File: src/sv/qti_pkg.sv
// qti_pkg: shared types and constants for the quadrilinear table interpolator
// no dependencies
`timescale 1ns / 1ps
package qti_pkg;
    localparam int AXIS_BITS  = 3;
    localparam int AXIS0_POINTS = 8;
    localparam int AXIS1_POINTS = 8;
    localparam int AXIS2_POINTS = 8;
    localparam int AXIS3_POINTS = 8;
    localparam int ADDR_BITS  = 4 * AXIS_BITS;
    localparam int FRAC_BITS  = 17;
    localparam int DATA_BITS  = 32;
    localparam int Q_ONE      = 65536;
    localparam int QUEUE_DEPTH = 2;

    typedef enum logic [1:0] {
        KIND_WRITE = 2'd0,
        KIND_QUERY = 2'd1,
        KIND_ERROR = 2'd2,
        KIND_DROP  = 2'd3
    } kind_t;

    typedef struct packed {
        kind_t                             kind;
        logic [3:0][AXIS_BITS-1:0]         idx;
        logic [3:0][FRAC_BITS-1:0]         frac;
        logic signed [DATA_BITS-1:0]       value;
    } cmd_t;

    typedef enum logic [1:0] {
        ST_IDLE  = 2'd0,
        ST_READ  = 2'd1,
        ST_BLEND = 2'd2,
        ST_OUT   = 2'd3
    } state_t;

    function automatic logic [ADDR_BITS-1:0] flat_addr(input logic [3:0][AXIS_BITS-1:0] c);
        flat_addr = {c[0], c[1], c[2], c[3]};
    endfunction
endpackage

File: src/sv/qti_front.sv
// qti_front: accepts items, saturates fractions, classifies them and queues them
// depends on qti_pkg
`timescale 1ns / 1ps
module qti_front
    import qti_pkg::*;
(
    input  logic                    clk,
    input  logic                    rst_n,
    input  logic                    in_valid,
    output logic                    in_stall,
    input  logic                    op,
    input  logic [AXIS_BITS-1:0]    upper_index_0,
    input  logic [AXIS_BITS-1:0]    upper_index_1,
    input  logic [AXIS_BITS-1:0]    upper_index_2,
    input  logic [AXIS_BITS-1:0]    upper_index_3,
    input  logic [FRAC_BITS-1:0]    fraction_0,
    input  logic [FRAC_BITS-1:0]    fraction_1,
    input  logic [FRAC_BITS-1:0]    fraction_2,
    input  logic [FRAC_BITS-1:0]    fraction_3,
    input  logic signed [DATA_BITS-1:0] entry_value,
    output logic                    cmd_valid,
    input  logic                    cmd_pop,
    output cmd_t                    cmd
);
    localparam int PTR_BITS = $clog2(QUEUE_DEPTH);
    cmd_t                  q_reg [QUEUE_DEPTH];
    logic [PTR_BITS-1:0]   wr_reg, rd_reg;
    logic [PTR_BITS:0]     cnt_reg;
    cmd_t                  c_in;
    logic                  push;
    logic [3:0][AXIS_BITS-1:0] ix;
    logic [3:0][FRAC_BITS-1:0] fr;
    logic [3:0]            lim;
    logic                  range_bad, zero_bad;

    assign ix = {upper_index_3, upper_index_2, upper_index_1, upper_index_0};
    assign fr = {fraction_3, fraction_2, fraction_1, fraction_0};
    assign lim[0] = 32'(ix[0]) >= AXIS0_POINTS;
    assign lim[1] = 32'(ix[1]) >= AXIS1_POINTS;
    assign lim[2] = 32'(ix[2]) >= AXIS2_POINTS;
    assign lim[3] = 32'(ix[3]) >= AXIS3_POINTS;
    assign range_bad = |lim;
    assign zero_bad = (ix[0] == '0) || (ix[1] == '0) || (ix[2] == '0) || (ix[3] == '0);

    always_comb
    begin
        c_in.idx = ix;
        c_in.value = entry_value;
        for (int k = 0; k < 4; k++)
        begin
            c_in.frac[k] = (32'(fr[k]) > Q_ONE) ? FRAC_BITS'(Q_ONE) : fr[k];
        end
        if (!op)
            c_in.kind = range_bad ? KIND_DROP : KIND_WRITE;
        else
            c_in.kind = (range_bad || zero_bad) ? KIND_ERROR : KIND_QUERY;
    end

    assign in_stall = (cnt_reg == (PTR_BITS+1)'(QUEUE_DEPTH));
    assign push = in_valid && !in_stall;
    assign cmd_valid = (cnt_reg != '0);
    assign cmd = q_reg[rd_reg];

    always_ff @(posedge clk)
    begin
        if (push)
            q_reg[wr_reg] <= c_in;
    end

    always_ff @(posedge clk or negedge rst_n)
    begin
        if (!rst_n)
        begin
            wr_reg <= '0;
            rd_reg <= '0;
            cnt_reg <= '0;
        end
        else
        begin
            if (push)
                wr_reg <= wr_reg + 1'b1;
            if (cmd_pop)
                rd_reg <= rd_reg + 1'b1;
            cnt_reg <= cnt_reg + (PTR_BITS+1)'(push) - (PTR_BITS+1)'(cmd_pop);
        end
    end
endmodule

File: config.mk
export PLATFORM = sky130hd
export DESIGN_NAME = qti_front
export DESIGN_NICKNAME = d
export VERILOG_FILES = /design/src/sv/qti_pkg.sv /design/src/sv/qti_front.sv
export SDC_FILE = /design/constraint.sdc
export NUM_CORES = 1
export LEC_CHECK = 0
export BUFFER_PORTS_ARGS = -buffer_cell sky130_fd_sc_hd__buf_2
export CORE_MARGIN = 5
export CORE_UTILIZATION = 25
export DETAILED_ROUTE_END_ITERATION = 16
export PLACE_DENSITY = 0.42
export SKIP_CTS_REPAIR_TIMING = 1
export SLEW_MARGIN = 5
export SYNTH_ARGS = -nofsm -noshare
export SYNTH_HDL_FRONTEND = slang
export SYNTH_SLANG_ARGS = --single-unit
File: constraint.sdc
create_clock -name clk -period 5.9 [get_ports clk]
set_input_delay 0.59 -clock clk [delete_from_list [all_inputs] [get_ports clk]]
set_output_delay 0.59 -clock clk [all_outputs]
set_load 0.02 [all_outputs]
-- Word level (Yosys, flattened, before mapping)
Memories as Yosys holds them, arrays and structs flattened.
Index checks and enable logic that the tools add are counted.
- add/sub/neg operators: 4
- bitwise gates (word level): 0
- $mul: 0
- equality and inequality tests: 1
- divide/modulo/power cells: 0
- mux-type cells: 8
- magnitude comparators: 4
- shift operators: 0
- reduce and logical (&&, ||, !) cells: 10
- operators with widths (kind ; number):
    17-bit greater-than comparator (second input constant) ; 4
    17-bit 2-to-1 mux ; 4
    3-bit zero test ; 4
    2-bit 2-to-1 mux ; 2
    1-bit logical OR ; 3
    1-bit adder (second input constant) ; 2
    2-bit by 1-bit adder with 2-bit output ; 1
    2-bit == test (second input constant) ; 1
    1-bit 2-to-1 mux ; 2
    2-bit nonzero test ; 1
    2-bit by 1-bit subtractor with 2-bit output ; 1
    1-bit logical AND ; 1
    1-bit zero test ; 1
- output and inout port bits: 116
- bits in registers: 4
- memories: 1
- RAM bits: 228
- bits in latches: 0
- ROM bits: 0
- bits of input ports: 117
- memories (name ; depth ; width ; rd ports ; clocked after Yosys merged registers in ; wr ports ; RTL line ; source):
    q_reg ; 2 ; 114 ; 1 ; 0 ; 1 ; qti_front.sv:26 ; cmd_t q_reg [QUEUE_DEPTH];

-- Longest topological paths before layout
- depth in word-level cells: 6
- mapped depth: 7

-- Least setup slack after synthesis
OpenSTA, ideal clock, no wires.
- path type: input-to-reg
- start point: input port in_valid
- end point: memory q_reg[0][0] (netlist bit), enable pin
- stages: 2
- data required time: 5312 ps
- arrival: 5424 ps
- setup time: 588 ps
- path buffers: 0
- setup slack: -112 ps
- cells stage by stage: nand2_1 -> nor2_1
- cells in the longest elaborated chain, start to end: 3
- ends and longest elaborated chain (what ; RTL line ; source):
    start: declaration ; qti_front.sv:9 ; input logic in_valid,
    1-bit logical AND ; qti_front.sv:60 ; assign push = in_valid && !in_stall;
    1-bit 2-to-1 mux ; qti_front.sv:66 ; if (push)
    1-bit 2-to-1 mux (not written as such) ; qti_front.sv:67 ; q_reg[wr_reg] <= c_in;
    end: declaration ; qti_front.sv:26 ;
Every way passes these cells.

==> load_flow_metrics.sql <==
INSERT INTO impl_metrics (metric_group, metric, value, unit) VALUES
('die', 'core', '36400', 'µm²'),
('placed_design', 'portBuffers', '232', ''),
('logic_synthesis', 'post_synth_num_cell_types', '23', ''),
('setup_path', 'crit_chain', 'buf_4 > mux2_2 > buf_2', ''),
('die', 'chipHeight', '201', 'µm'),
('clocking', 'clockBufferDepth', '3', ''),
('sta', 'fin_setup_tns', '0', 'ns'),
('pwr', 'vdd.ir_drop.worst', '0.548', 'mV'),
('detailed_routing', 'postRouteWirelength', '22100', 'µm'),
('detailed_routing', 'dr.first_iter.drc_count', '125', ''),
('clocking', 'cts_num_sinks', '232', ''),
('detailed_routing', 'routed_wire_length_per_instance', '18.4', 'µm'),
('pwr', 'power.total', '5.77', 'mW'),
('finish', 'areaGrowthSynthToFinish', '27.1', '%'),
('logic_synthesis', 'yosysSeqAreaShare', '75.8', '%'),
('sta', 'worst_pin_slew', '1.20', 'ns'),
('clocking', 'clk_pin_slew', '0.06', 'ns'),
('die', 'top_level_pins', '233', ''),
('global_route', 'vias_in_the_first_global_route', '5639', ''),
('pwr', 'power_leakage', '4.23', 'nW'),
('logic_synthesis', 'synth_enable_flop_cells', '228', ''),
('finish', 'layout-drive-gt1-share', '55.8', '%'),
('finish', 'flip_flop_count_of_the_largest_register_after_layout', '228', ''),
('finish', 'postLayoutCoreUtil', '32.0', '%'),
('status', 'run_status', 'finished, final reports clean', ''),
('die', 'total_number_of_placement_rows', '70', ''),
('setup_path', 'cp_data_arrival_time', '2.94', 'ns'),
('detailed_routing', 'dr_total_vias', '4974', ''),
('clocking', 'total_cts_buffers', '27', ''),
('detailed_routing', 'drt_first_pass_iters', '6', ''),
('sta', 'setup_viol', '0', ''),
('sta', 'hold_viol_final', '0', ''),
('logic_synthesis', 'yosys.area.top_type', 'sky130_fd_sc_hd__edfxtp_1', ''),
('clocking', 'clk_latency', '0.54', 'ns'),
('sta', 'timing_max_transition_violations_final', '0', ''),
('die', 'die_area', '40600', 'µm²'),
('logic_synthesis', 'yosys.area.top_type_share', '74.7', '%'),
('global_route', 'remaining_overflow_grt', '0', ''),
('logic_synthesis', 'ys_ff_latch', '232', ''),
('sta', 'max_slew_margin', '20.1', '%'),
('finish', 'final-instance-count-excl-fill', '1204', ''),
('worst_hold_path', 'hp-class', 'in2reg', ''),
('setup_path', 'crit_path_end_kind', 'output port', ''),
('logic_synthesis', 'yosysMostFrequentCell', 'sky130_fd_sc_hd__edfxtp_1', ''),
('flow_run', 'drv_cap', '0', ''),
('setup_path', 'crit_required', '5.31', 'ns'),
('global_route', 'antenna_found_initial', '1', ''),
('logic_synthesis', 'netlist_area', '9160', 'µm²'),
('detailed_routing', 'final_antenna_net_count', '0', ''),
('die', 'die_x', '201', 'µm'),
('sta', 'layout_worst_path_cycle_share', '59.9', '%'),
('finish', 'diodes_inserted', '0', ''),
('placed_design', 'dp_cells', '1157', ''),
('clocking', 'cts_htree_levels', '1', ''),
('setup_path', 'slowest_stage', 'sky130_fd_sc_hd__dfrtp_4', ''),
('logic_synthesis', 'post_synth_main_area_contributors', 'sky130_fd_sc_hd__edfxtp_1, sky130_fd_sc_hd__mux2_2, sky130_fd_sc_hd__nor2b_1', ''),
('global_route', 'global_route_wire_length_before_repair', '33600', 'µm'),
('logic_synthesis', 'syn_nets', '589', ''),
('setup_path', 'critPathMaxFanout', '83', ''),
('clocking', 'clock_tree.root_cell', 'sky130_fd_sc_hd__clkbuf_16', ''),
('sta', 'fin_worst_skew', '0.0125', 'ns'),
('setup_path', 'cp_class', 'reg2out', ''),
('sta', 'rsz_0062_raised_after_global_routing', 'false', ''),
('placed_design', 'place.detailed.hpwl', '15400', 'µm'),
('placed_design', 'gp_congestion', '0.773', ''),
('logic_synthesis', 'netlist_top_cells_count', 'sky130_fd_sc_hd__edfxtp_1, sky130_fd_sc_hd__mux2_2, sky130_fd_sc_hd__nor2b_1', ''),
('logic_synthesis', 'avgSynthCellArea', '19.5', 'µm²'),
('sta', 'max_freq', '283', 'MHz'),
('pwr', 'power_density_over_the_cells', '495', 'nW/µm²'),
('global_route', 'gr-usage-all-layers', '10.5', '%'),
('detailed_routing', 'drc', '0', ''),
('global_route', 'grt_max_degree', '84', ''),
('logic_synthesis', 'synth_async_reset_ratio', '1.72', '%'),
('logic_synthesis', 'synthCells', '470', ''),
('logic_synthesis', 'synth_ff_type', 'sky130_fd_sc_hd__edfxtp_1', ''),
('setup_path', 'slowest_delay', '1.21', 'ns'),
('setup_path', 'worst_setup_path_start_kind', 'register', ''),
('sta', 'period_needed', '3.53', 'ns'),
('detailed_routing', 'vias_per_cell', '4.13', ''),
('logic_synthesis', 'ys.warnings.count', '0', ''),
('die', 'floorplan.initialDensity', '25.2', '%'),
('clocking', 'cts_tree', 'built', ''),
('finish', 'fin_nets', '838', '');
## where the power goes
group / total, mW / switching (mW) / internal, mW / leakage (nW)
Combinational: 1.77 / 1.08 / 0.695 / 1.64
Sequential: 2.48 / 0.204 / 2.27 / 2.19
Clock: 1.52 / 0.645 / 0.877 / 0.400
## layout by cell type, fill, tap and decap left out, drive strengths merged, types with 2 or more instances in the layout
master / n
a41oi: 4
buf: 236
clkbuf: 31
clkinv: 13
dfrtp: 4
edfxtp: 228
ha: 2
inv: 7
mux2: 114
nor2b: 64
nor3: 2
nor4: 16
xnor2: 3
## through the flow
stage	setup slack [ns]	instance area [µm²]	hold slack [ns]
final	2.37	11600	0.232
after global routing	2.18	11600	0.200
after CTS	2.24	11600	-0.182
after detailed placement	2.85	10800	0.405
after global placement	2.93	10800	0.402
after floorplan	1.81	9170	0.294
## path summary, 6_finish.rpt
| kind | from | to | slack (ns) | cells past startpoint |
|---|---|---|---|---|
| setup reg to reg | cnt_reg[1] | q_reg[1][58] | 3.31 | 3 |
| min in group asynchronous | rst_n | rd_reg | 0.39 | 2 |
| max in group asynchronous | rst_n | rd_reg | 5.37 | 2 |
| hold / removal | entry_value[8] | q_reg[0][8] | 0.23 | 1 |
| hold reg to reg | cnt_reg[1] | cnt_reg[1] | 0.50 | 1 |
| setup / recovery | rd_reg | cmd[33] | 2.37 | 3 |
## layout make-up
type	count	area (µm²)
Sequential cell	232	6950
Fill cell	3601	24800
Tap cell	468	586
Clock inverter	15	109
Multi-Input combinational cell	215	2090
Clock buffer	31	691
Timing Repair Buffer	237	1200
Inverter	6	22.5
## layer usage
layer  up-vias  global-route usage, %  wire length, µm
li1       2317                      -                -
met1      2460                   12.7             8920
met2       154                   18.3            11100
met3        41                   2.90             1490
met4         2                   3.32              570
met5         -                      0               20
## kinds of logic (layout without fill, tap and decap cells)
kind of cell | after synthesis | in the layout | share of synthesized area, %
flip-flops | 232 | 232 | 75.8
multiplexers | 114 | 114 | 14.0
AND/OR/NAND/NOR | 89 | 89 | 7.11
buffers and inverters | 23 | 289 | 1.53
AO/OA/AOI/OAI | 6 | 6 | 0.888
XOR/XNOR | 4 | 4 | 0.382
adder cells (fa/ha/maj) | 2 | 2 | 0.273
## worst max-delay path, delay by kind of cell (launching register included)
family / cells / cell delay [ns]
muxes: 1 / 0.41
buffers and inverters: 2 / 0.72
DFF: 1 / 1.21
No activity file was read; power rests on OpenSTA's default activity.
